`src/rtl/invpp_pkg.sv`:
```
`default_nettype none

package invpp_pkg;

  // entry layout: 4 type bytes then 32 hash bytes
  localparam int unsigned TYPE_BYTES  = 4;
  localparam int unsigned HASH_BYTES  = 32;
  localparam int unsigned ENTRY_BYTES = TYPE_BYTES + HASH_BYTES;
  localparam int unsigned TYPE_IDX_W  = $clog2(TYPE_BYTES);
  localparam int unsigned HASH_IDX_W  = $clog2(HASH_BYTES);
  localparam int unsigned POS_W       = 6;

  // compactsize prefix markers
  localparam logic [7:0] PFX_U16 = 8'hFD;
  localparam logic [7:0] PFX_U32 = 8'hFE;
  localparam logic [7:0] PFX_U64 = 8'hFF;

  localparam logic [3:0] PFX_LEN_U16 = 4'd2;
  localparam logic [3:0] PFX_LEN_U32 = 4'd4;
  localparam logic [3:0] PFX_LEN_U64 = 4'd8;

  localparam logic [15:0] MAX_ENTRIES_RST = 16'd50000;

  // result queue
  localparam int unsigned OQ_DEPTH = 4;
  localparam int unsigned OQ_PTR_W = $clog2(OQ_DEPTH);
  localparam int unsigned OQ_CNT_W = $clog2(OQ_DEPTH + 1);

  typedef enum logic [4:0] {
    PH_PREFIX  = 5'b00001,
    PH_COUNT   = 5'b00010,
    PH_ENTRIES = 5'b00100,
    PH_DONE    = 5'b01000,
    PH_ERROR   = 5'b10000
  } phase_e;

  typedef enum logic [2:0] {
    ST_OK            = 3'd0,
    ST_COUNT_BAD     = 3'd1,
    ST_OVER_LIMIT    = 3'd2,
    ST_ENTRIES_TRUNC = 3'd3,
    ST_TRAILING      = 3'd4
  } status_e;

  typedef enum logic {
    RK_ENTRY  = 1'b0,
    RK_STATUS = 1'b1
  } kind_e;

  typedef struct packed {
    kind_e                       kind;
    logic [31:0]                 entry_type;
    logic [HASH_BYTES-1:0][7:0]  hash;
    status_e                     status;
    logic                        last;
  } result_t;

endpackage

`default_nettype wire

```
`src/rtl/inventory_payload_parser.sv`:
```
`default_nettype none

// channel   direction  handshake                   payload
// --------  ---------  --------------------------  ---------------------------------------
// in        sink       in_valid_i / in_stall_o      payload_byte, end_of_payload, empty_payload
// out       source     out_valid_o / out_stall_i    result_kind, entry_type, hash_word0..3,
//                                                   status_code, last_result
// cfg       sink       cfg_valid_i / cfg_ready_o    cfg_data_i = max_entries
//
// one payload byte per cycle while in_stall_o is low: the parse state updates in the cycle of the transfer and
// its results are registered into a four-deep result queue that drives the out side
// a byte that closes an entry and the message at once yields two results (entry, status)
// in_stall_o rises when fewer than two queue slots are free, so input only waits on a
// stalled output side; with out_stall_i low the block runs at one byte per cycle
// rst_ni clears the parse state and the queue and sets max_entries to 50000

module inventory_payload_parser
  import invpp_pkg::*;
(
  input  wire logic        clk_i,
  input  wire logic        rst_ni,

  input  wire logic        in_valid_i,
  output logic             in_stall_o,
  input  wire logic [7:0]  payload_byte_i,
  input  wire logic        end_of_payload_i,
  input  wire logic        empty_payload_i,

  output logic             out_valid_o,
  input  wire logic        out_stall_i,
  output logic             result_kind_o,
  output logic [31:0]      entry_type_o,
  output logic [63:0]      hash_word0_o,
  output logic [63:0]      hash_word1_o,
  output logic [63:0]      hash_word2_o,
  output logic [63:0]      hash_word3_o,
  output logic [2:0]       status_code_o,
  output logic             last_result_o,

  input  wire logic        cfg_valid_i,
  output logic             cfg_ready_o,
  input  wire logic [15:0] cfg_data_i
);

  // limit register
  logic [15:0] max_q;

  // parse state
  phase_e                      phase_q, phase_d;
  logic [3:0]                  pfx_left_q, pfx_left_d;
  logic [15:0]                 cnt_lo_q, cnt_lo_d;   // low 16 bits of the count
  logic                        cnt_hi_q, cnt_hi_d;   // any count bit above 15 set
  logic [15:0]                 ent_left_q, ent_left_d;
  logic [POS_W-1:0]            pos_q, pos_d;
  logic [TYPE_BYTES-1:0][7:0]  type_q, type_d;
  logic [HASH_BYTES-1:0][7:0]  hash_q, hash_d;
  status_e                     err_q, err_d;

  // byte-level working values
  logic                        in_xfer;
  logic                        cnt_done;
  logic [15:0]                 cnt_lo_fin;
  logic                        cnt_hi_fin;
  logic [TYPE_BYTES-1:0][7:0]  type_upd;
  logic [HASH_BYTES-1:0][7:0]  hash_upd;
  logic [HASH_IDX_W-1:0]       hash_idx;
  logic                        ent_push;
  logic                        stat_push;
  status_e                     stat_code;
  result_t                     ent_res, stat_res, res0, res1;
  logic [1:0]                  push_n;

  // result queue
  result_t                     oq_q [OQ_DEPTH];
  logic [OQ_PTR_W-1:0]         wr_ptr_q, rd_ptr_q, wr_ptr1;
  logic [OQ_CNT_W-1:0]         oq_cnt_q;
  logic                        out_xfer;
  result_t                     head;

  assign cfg_ready_o = 1'b1;
  assign in_stall_o  = oq_cnt_q > OQ_CNT_W'(OQ_DEPTH - 2);
  assign in_xfer     = in_valid_i && !in_stall_o;
  assign out_valid_o = oq_cnt_q != '0;
  assign out_xfer    = out_valid_o && !out_stall_i;

  assign hash_idx = HASH_IDX_W'(pos_q - POS_W'(TYPE_BYTES));

  always_comb begin
    phase_d    = phase_q;
    pfx_left_d = pfx_left_q;
    cnt_lo_d   = cnt_lo_q;
    cnt_hi_d   = cnt_hi_q;
    ent_left_d = ent_left_q;
    pos_d      = pos_q;
    type_d     = type_q;
    hash_d     = hash_q;
    err_d      = err_q;

    cnt_done   = 1'b0;
    cnt_lo_fin = cnt_lo_q;
    cnt_hi_fin = cnt_hi_q;
    type_upd   = type_q;
    hash_upd   = hash_q;
    ent_push   = 1'b0;
    stat_push  = 1'b0;
    stat_code  = ST_OK;

    if (pos_q < POS_W'(TYPE_BYTES)) begin
      type_upd[pos_q[TYPE_IDX_W-1:0]] = payload_byte_i;
    end else begin
      hash_upd[hash_idx] = payload_byte_i;
    end

    if (in_xfer && !empty_payload_i) begin
      case (phase_q)
        PH_PREFIX: begin
          if (payload_byte_i < PFX_U16) begin
            cnt_done   = 1'b1;
            cnt_lo_fin = {8'h00, payload_byte_i};
            cnt_hi_fin = 1'b0;
          end else begin
            if (payload_byte_i == PFX_U16) begin
              pfx_left_d = PFX_LEN_U16;
            end else if (payload_byte_i == PFX_U32) begin
              pfx_left_d = PFX_LEN_U32;
            end else begin
              pfx_left_d = PFX_LEN_U64;
            end
            cnt_lo_d = '0;
            cnt_hi_d = 1'b0;
            pos_d    = '0;
            phase_d  = PH_COUNT;
          end
        end
        PH_COUNT: begin
          // little-endian count; bytes past the second only matter as nonzero
          if (pos_q == POS_W'(0)) begin
            cnt_lo_fin[7:0] = payload_byte_i;
          end else if (pos_q == POS_W'(1)) begin
            cnt_lo_fin[15:8] = payload_byte_i;
          end else begin
            cnt_hi_fin = cnt_hi_q || (payload_byte_i != 8'h00);
          end
          cnt_lo_d   = cnt_lo_fin;
          cnt_hi_d   = cnt_hi_fin;
          pos_d      = pos_q + POS_W'(1);
          pfx_left_d = pfx_left_q - 4'd1;
          cnt_done   = pfx_left_q == 4'd1;
        end
        PH_ENTRIES: begin
          if (pos_q == POS_W'(ENTRY_BYTES - 1)) begin
            ent_push   = 1'b1;
            type_d     = '0;
            hash_d     = '0;
            pos_d      = '0;
            ent_left_d = ent_left_q - 16'd1;
            if (ent_left_q == 16'd1) begin
              phase_d = PH_DONE;
            end
          end else begin
            type_d = type_upd;
            hash_d = hash_upd;
            pos_d  = pos_q + POS_W'(1);
          end
        end
        PH_DONE: begin
          err_d   = ST_TRAILING;
          phase_d = PH_ERROR;
        end
        default: ;
      endcase

      if (cnt_done) begin
        if (cnt_hi_fin || (cnt_lo_fin > max_q)) begin
          err_d   = ST_OVER_LIMIT;
          phase_d = PH_ERROR;
        end else begin
          ent_left_d = cnt_lo_fin;
          pos_d      = '0;
          phase_d    = (cnt_lo_fin == 16'd0) ? PH_DONE : PH_ENTRIES;
        end
      end
    end

    // closing status, then back to a fresh message
    if (in_xfer && (empty_payload_i || end_of_payload_i)) begin
      stat_push = 1'b1;
      if (err_d != ST_OK) begin
        stat_code = err_d;
      end else begin
        case (phase_d)
          PH_PREFIX, PH_COUNT: stat_code = ST_COUNT_BAD;
          PH_ENTRIES:          stat_code = ST_ENTRIES_TRUNC;
          default:             stat_code = ST_OK;
        endcase
      end
      phase_d    = PH_PREFIX;
      pfx_left_d = '0;
      cnt_lo_d   = '0;
      cnt_hi_d   = 1'b0;
      ent_left_d = '0;
      pos_d      = '0;
      type_d     = '0;
      hash_d     = '0;
      err_d      = ST_OK;
    end
  end

  always_comb begin
    ent_res            = '0;
    ent_res.kind       = RK_ENTRY;
    ent_res.entry_type = type_upd;
    ent_res.hash       = hash_upd;
    ent_res.status     = ST_OK;
    ent_res.last       = 1'b0;

    stat_res           = '0;
    stat_res.kind      = RK_STATUS;
    stat_res.status    = stat_code;
    stat_res.last      = 1'b1;

    // entry first when one byte yields both
    res0   = ent_push ? ent_res : stat_res;
    res1   = stat_res;
    push_n = {1'b0, ent_push} + {1'b0, stat_push};
  end

  assign wr_ptr1 = wr_ptr_q + OQ_PTR_W'(1);

  always_ff @(posedge clk_i or negedge rst_ni) begin
    if (!rst_ni) begin
      max_q      <= MAX_ENTRIES_RST;
      phase_q    <= PH_PREFIX;
      pfx_left_q <= '0;
      cnt_lo_q   <= '0;
      cnt_hi_q   <= 1'b0;
      ent_left_q <= '0;
      pos_q      <= '0;
      type_q     <= '0;
      hash_q     <= '0;
      err_q      <= ST_OK;
      wr_ptr_q   <= '0;
      rd_ptr_q   <= '0;
      oq_cnt_q   <= '0;
    end else begin
      if (cfg_valid_i && cfg_ready_o) begin
        max_q <= cfg_data_i;
      end
      phase_q    <= phase_d;
      pfx_left_q <= pfx_left_d;
      cnt_lo_q   <= cnt_lo_d;
      cnt_hi_q   <= cnt_hi_d;
      ent_left_q <= ent_left_d;
      pos_q      <= pos_d;
      type_q     <= type_d;
      hash_q     <= hash_d;
      err_q      <= err_d;
      wr_ptr_q   <= wr_ptr_q + OQ_PTR_W'(push_n);
      rd_ptr_q   <= rd_ptr_q + OQ_PTR_W'(out_xfer);
      oq_cnt_q   <= oq_cnt_q + OQ_CNT_W'(push_n) - OQ_CNT_W'(out_xfer);
    end
  end

  // queue storage, no reset needed
  always_ff @(posedge clk_i) begin
    for (int i = 0; i < OQ_DEPTH; i++) begin
      if ((push_n != 2'd0) && (wr_ptr_q == OQ_PTR_W'(i))) begin
        oq_q[i] <= res0;
      end else if ((push_n == 2'd2) && (wr_ptr1 == OQ_PTR_W'(i))) begin
        oq_q[i] <= res1;
      end
    end
  end

  assign head          = oq_q[rd_ptr_q];
  assign result_kind_o = head.kind;
  assign entry_type_o  = head.entry_type;
  assign hash_word0_o  = head.hash[7:0];
  assign hash_word1_o  = head.hash[15:8];
  assign hash_word2_o  = head.hash[23:16];
  assign hash_word3_o  = head.hash[31:24];
  assign status_code_o = head.status;
  assign last_result_o = head.last;

`ifndef SYNTH
  a_oq_no_overflow: assert property (@(posedge clk_i) disable iff (!rst_ni)
    oq_cnt_q <= OQ_CNT_W'(OQ_DEPTH))
    else $error("result queue overflow");

  a_close_shows_result: assert property (@(posedge clk_i) disable iff (!rst_ni)
    (in_xfer && (empty_payload_i || end_of_payload_i)) |=> out_valid_o)
    else $error("closing status not queued");

  a_close_clears: assert property (@(posedge clk_i) disable iff (!rst_ni)
    (in_xfer && (empty_payload_i || end_of_payload_i)) |=>
      (phase_q == PH_PREFIX) && (err_q == ST_OK) && (pos_q == '0))
    else $error("message state not cleared after status");

  a_err_in_error_phase: assert property (@(posedge clk_i) disable iff (!rst_ni)
    (err_q != ST_OK) |-> (phase_q == PH_ERROR))
    else $error("error code outside error phase");

  a_pos_in_entry: assert property (@(posedge clk_i) disable iff (!rst_ni)
    pos_q < POS_W'(ENTRY_BYTES))
    else $error("entry byte position out of range");
`endif

endmodule

`default_nettype wire

```
`config.mk`:
```
export PLATFORM = sky130hd
export DESIGN_NAME = inventory_payload_parser
export DESIGN_NICKNAME = d
export VERILOG_FILES = /design/src/rtl/invpp_pkg.sv /design/src/rtl/inventory_payload_parser.sv
export SDC_FILE = /design/constraint.sdc
export NUM_CORES = 2
export LEC_CHECK = 0
export ABC_AREA = 1
export BUFFER_PORTS_ARGS = -buffer_cell sky130_fd_sc_hd__buf_2
export CAP_MARGIN = 20
export CORE_AREA = 8 8 477 479
export DETAILED_ROUTE_END_ITERATION = 10
export DIE_AREA = 0 0 485 487
export GPL_TIMING_DRIVEN = 0
export PLACE_DENSITY = 0.51
export SYNTH_ARGS = -nofsm -noshare
export SYNTH_HDL_FRONTEND = slang
export SYNTH_SLANG_ARGS = --single-unit
```
`constraint.sdc`:
```
create_clock -name clk_i -period 43.2 [get_ports clk_i]
set_input_delay 6.48 -clock clk_i [delete_from_list [all_inputs] [get_ports clk_i]]
set_output_delay 6.48 -clock clk_i [all_outputs]
set_load 0.02 [all_outputs]
```
Word-level counts from Yosys, hierarchy flattened

Memories as Yosys holds them, arrays and structs flattened.
Cells that the tools add are included.

Register bits after elaboration: 362
Output and inout port bits: 296
Input bits: 31
Memory bits (writable): 1,172
Word-level logic and storage cells: 236
Memories kept: 1

Bitwise operators: 4
Magnitude comparators: 8
Muxes and demuxes: 109
Add/subtract/negate cells: 10
Equal/unequal tests: 21
Reduce and logical (&&, ||, !) cells: 36

Memory list:

| memory | words | bits a word | rd ports | clocked after memory_dff | write ports | RTL line                       | text |
|---|---|---|---|---|---|---|---|
| oq_q   | 4     | 293         | 1        | 0                        | 2           | inventory_payload_parser.sv:74 | `result_t oq_q [OQ_DEPTH];` |

Operators with widths:

| kind                                                                   | number |
|---|---|
| 293-bit 2-to-1 mux                                                     | 7 |
| 256-bit 2-to-1 mux                                                     | 5 |
| 293-bit OR reduction                                                   | 2 |
| 256-bit bitwise mux                                                    | 1 |
| 16-bit 2-to-1 mux                                                      | 11 |
| 32-bit 2-to-1 mux                                                      | 5 |
| 16-bit one-hot mux with 2 select lines                                 | 2 |
| 8-bit demux with 5-bit select                                          | 1 |
| 8-bit 2-to-1 mux                                                       | 5 |
| 6-bit 2-to-1 mux                                                       | 6 |
| 1-bit 2-to-1 mux                                                       | 35 |
| 5-bit 2-to-1 mux                                                       | 7 |
| 32-bit bitwise mux                                                     | 1 |
| 4-bit 2-to-1 mux                                                       | 6 |
| 3-bit 2-to-1 mux                                                       | 7 |
| 6-bit one-hot mux with 3 select lines                                  | 1 |
| 8-bit demux with 2-bit select                                          | 1 |
| 16-bit by 1-bit equality test with 1-bit output, second input constant | 1 |
| 8-bit equality test, second input constant                             | 2 |
| 16-bit greater-than comparator                                         | 1 |
| 16-bit logical NOT                                                     | 1 |
| 16-bit by 1-bit subtractor with 16-bit output, second input constant   | 1 |
| 5-bit one-hot mux with 3 select lines                                  | 1 |
| 1-bit logical AND                                                      | 14 |
| 41 further kinds                                                       | 64 |

Logic depth before layout (Yosys ltp)

Depth in word-level cells: 18
Gate-level depth with buffers: 30
Depth with buffers taken out: 29

Worst setup path after synthesis

OpenSTA, ideal clock, no wires.

Path type: input -> register
From: input port in_valid_i
To: memory oq_q[1][0] (netlist bit), enable pin
Data required time: 42,154 ps
Path buffers: 1
Arrival time: 21,875 ps
Setup time: 1,046 ps
Cell stages on the path: 8
Setup slack: 20,278 ps
Path through: inv_1 nor2_1 inv_1 nor2_1 buf_1 ha_1 clkinv_1 o22ai_1

RTL lines:

| element         | RTL line                       | text |
|---|---|---|
| start, declared | inventory_payload_parser.sv:23 | `input wire logic in_valid_i,` |
| end, declared   | inventory_payload_parser.sv:74 |  |

Final worst setup path

From: register rd_ptr_q[0]
To: output port entry_type_o[9]

Longest elaborated chain between the ends: 1

Ends and longest elaborated chain:

| element                | RTL line                        | text |
|---|---|---|
| start, declared        | inventory_payload_parser.sv:75  | `logic [OQ_PTR_W-1:0] wr_ptr_q, rd_ptr_q, wr_ptr1;` |
| start signal, assigned | inventory_payload_parser.sv:259 | `rd_ptr_q <= rd_ptr_q + OQ_PTR_W'(out_xfer);` |
| memory 4 x 293 bit     | -                               |  |
| end, declared          | inventory_payload_parser.sv:32  | `output logic [31:0] entry_type_o,` |

Every way passes these cells.

==> run metrics <==
max_cap viols 0; post-synthesis register bit count 1530; Synth Area in Compound Gates 17.81%; max incr delay on CP just under 1 ns; placed cell count 10093; pre-CTS setup slack 31.69 ns; gr ovfl total 0; Startpoint Class register; Simple-Gate Fraction of Synth Area 11.10%; final setup TNS 0 ns; fill count 22402; largest net degree at the start of global routing 113; Clock transition at path regs 0.06 ns; Post-synth EDFFs 879; Final WS setup 30.79 ns; total number of yosys warnings 0; critical path depth 9; grt peak-use layer met2; fin crit period 12.41 ns; Final #Nets 7443; FF-to-FF path depth 19; Resized cells post-CTS 0; routing usage on met1 25.42%; worst-path cell with the longest stage delay o21ai_0; Finish-stage setup viols 0; core region area 220400 sq um; Most Frequent Cell on Critical Path clkbuf_1; vias in the first global route approximately 51000; most common cell in the netlist nor2_1; synth unique cells 52; fmax 80.58 MHz; GRT Total Usage 19.23%; cell type with the highest aggregate area in the netlist edfxtp_1; largest cells by area after synthesis edfxtp_1, dfrtp_1, o21ai_0, dfxtp_1, nor2_1; leading cell types by count after synthesis nor2_1, o21ai_0, edfxtp_1; number of antenna violations at the first check in global routing 26; asr flop ratio synth 23.66%; CTS tree built; Yosys top cell area share around 40%; Clock Latency Late Sink roughly 0.85 ns; antenna-violating nets left 0; CP Capture Type primary output; hold buffers post-CTS 0; Root Buffer clkbuf_16; port bufs 322; mux contribution to synthesized area less than 1%; area delta synth->final 19.03%; Synth Area per Inst ~9.6 sq um; main flop type after synthesis edfxtp_1; first drt pass iteration count 7; fraction of layout cells with a size suffix above 1 10.73%; Ports 327; row cnt between 150 and 200; Core Util, Final between 30% and 40%; Crit path required time ~37 ns; Final HPWL DP 167100 um; final count of hold timing violations 0; DRC Markers 0; Die W about 490 um; CTS Buf Count 167; worst hold path class register to register; final non-filler cell total 10420; unrepaired setup endpoints after global routing no; GRT met3 Usage 3.278%; Synth Area in XOR/XNOR less than 1%; largest family of logic cells by synthesized area compound AO/OA/AOI/OAI gates; Final Wtd Congestion 0.8282; CP Buf/Inv Count 7; clock sinks around 1500; type of the worst setup path register to primary output; Mapped Area between 60000 and 70000 sq um; Slew Limit Fails 0; Post-CTS Setup Inserts 0; via/cell ratio about 5; worst vdd ir 0.03448 mV; Post-Synthesis Cells 6802; Post-Synth Adder-Cell Area less than 1%; P per Cell Area ~68 nW/um^2; leak pwr 28.77 nW; crit share post-route roughly 29%; status finished clean; CP max FO 10; iteration-0 DRC count of the detailed router 4740; met2 Track Usage GR 31.18%; post-synthesis sequential area ratio between 60% and 70%; Die Y 487 um; H-tree levels 4; Hold Path Depth 2; post-DR wirelength/cell 22.62 um; Die Footprint 236200 sq um; Slew @ Worst Pin 1.251 ns; Critical Path, Cell by Cell clkbuf_1, clkinv_1, clkbuf_1, clkbuf_1, buf_8, clkbuf_1, o21ai_0, o21ai_0, buf_2; crit path DAT 5.93 ns; CP top delay family buffers and inverters; final wirelength 235700 um; global-route wire length before repair 343000 um; Final Skew about 0.055 ns; Vias 52611; clock buffer depth 3; Syn Nets 6868; initial core utilization ~30%; slew margin rel. 15.74%
-- kinds of logic (layout without fill, tap and decap cells) --
family	after synthesis	in the layout
compound gates	2152	2152
xor+xnor	13	13
fa+ha+maj	35	35
buf+inv	1212	1934
flops	1530	1530
mux	1	1
other cells	1	10
simple gates	1858	1858
-- path summary, 6_finish.rpt --
path                        startpoint              end  slack, ns
max                        rd_ptr_q[0]  entry_type_o[9]      30.79
min                        oq_q[2][76]      oq_q[2][76]       0.48
max reg2reg                   pos_q[2]     oq_q[2][226]      37.15
min reg2reg                oq_q[2][76]      oq_q[2][76]       0.48
max in group asynchronous       rst_ni      hash_q[127]      36.16
min in group asynchronous       rst_ni         max_q[0]       5.58
-- through the flow --
stage	power, mW	hold WS [ns]	area [sq um]
floorplan	3.003	0.4453	65440
global placement	3.958	0.4617	70660
detailed placement	3.914	0.4702	72300
CTS	5.351	0.4795	77840
global route	5.566	0.4924	77870
finish	5.291	0.4779	77890
-- registers in the layout, summed over array words and instances (netlist names) --
register,cells
oq_q,1168
hash_q,256
type_q,32
cnt_lo_q,16
ent_left_q,16
max_q,16
pos_q,6
phase_q,5
pfx_left_q,4
err_q,3
oq_cnt_q,3
rd_ptr_q,2
wr_ptr_q,2
cnt_hi_q,1
-- cell type report --
class                   count  area, sq um  share of cell area (%)
flip-flops and latches   1530        41250                   52.96
multi-input cells        4060        19540                   25.08
clock buffers             276         5056                   6.491
well taps                2887         3612                   4.638
repair buffers            406         3228                   4.144
inverters                 710         2668                   3.425
plain buffers             502         2036                   2.614
clock inverters            40        484.2                  0.6217
diodes                      9        22.52                 0.02891
-- report_power, final --
group	switching (mW)	total (mW)	internal [mW]	leakage, nW
sequential	0.0559	1.83	1.77	15.5
combinational	1.50	2.03	0.535	10.6
clock	0.616	1.43	0.818	2.69
total	2.17	5.29	3.12	28.8
-- worst reg2reg max path, cell delays in order (launching register included) --
cell and delay, ns:
dfrtp_1 0.38, buf_2 0.20, inv_1 0.31, ha_1 0.31, nand4_1 0.28, nor2_2 0.29, inv_2 0.09, nor2_4 0.14
inv_2 0.06, buf_2 0.22, clkbuf_1 0.37, ha_1 0.44, nor3_2 0.35, clkinv_1 0.42, o21ai_1 0.31, buf_2 0.43
clkbuf_1 0.44, buf_8 0.24, clkbuf_1 0.50, o22ai_1 0.16
-- layout by cell type, fill, tap and decap left out, types with 5 or more instances in the layout --
| cell | instances |
|---|---|
| nor2_1 | 1249 |
| o21ai_0 | 1204 |
| edfxtp_1 | 879 |
| inv_1 | 694 |
| o22ai_1 | 588 |
| nand2_1 | 495 |
| clkbuf_1 | 425 |
| buf_2 | 416 |
| dfrtp_1 | 355 |
| a21oi_1 | 304 |
| dfxtp_1 | 289 |
| clkbuf_16 | 170 |
| nand3_1 | 63 |
| clkbuf_8 | 40 |
| ha_1 | 34 |
| buf_1 | 33 |
| buf_12 | 30 |
| buf_8 | 25 |
| buf_16 | 21 |
| o32ai_1 | 17 |
| buf_4 | 15 |
| o211ai_1 | 13 |
| clkinv_1 | 13 |
| clkinv_2 | 13 |
| nor3_1 | 12 |
| nand4_1 | 11 |
| xor2_1 | 10 |
| diode_2 | 9 |
| inv_2 | 8 |
| clkbuf_2 | 8 |
| dfstp_2 | 7 |
| nor2_4 | 6 |
| a31oi_1 | 5 |
| clkinv_16 | 5 |
-- layer usage --
metal | wire (um) | vias to the layer above
met5 | 0 | -
met4 | 10930 | 0
met3 | 14500 | 368
met2 | 109200 | 1753
met1 | 101100 | 25906
li1 | - | 24584
Power figures use the tool's default switching activity.
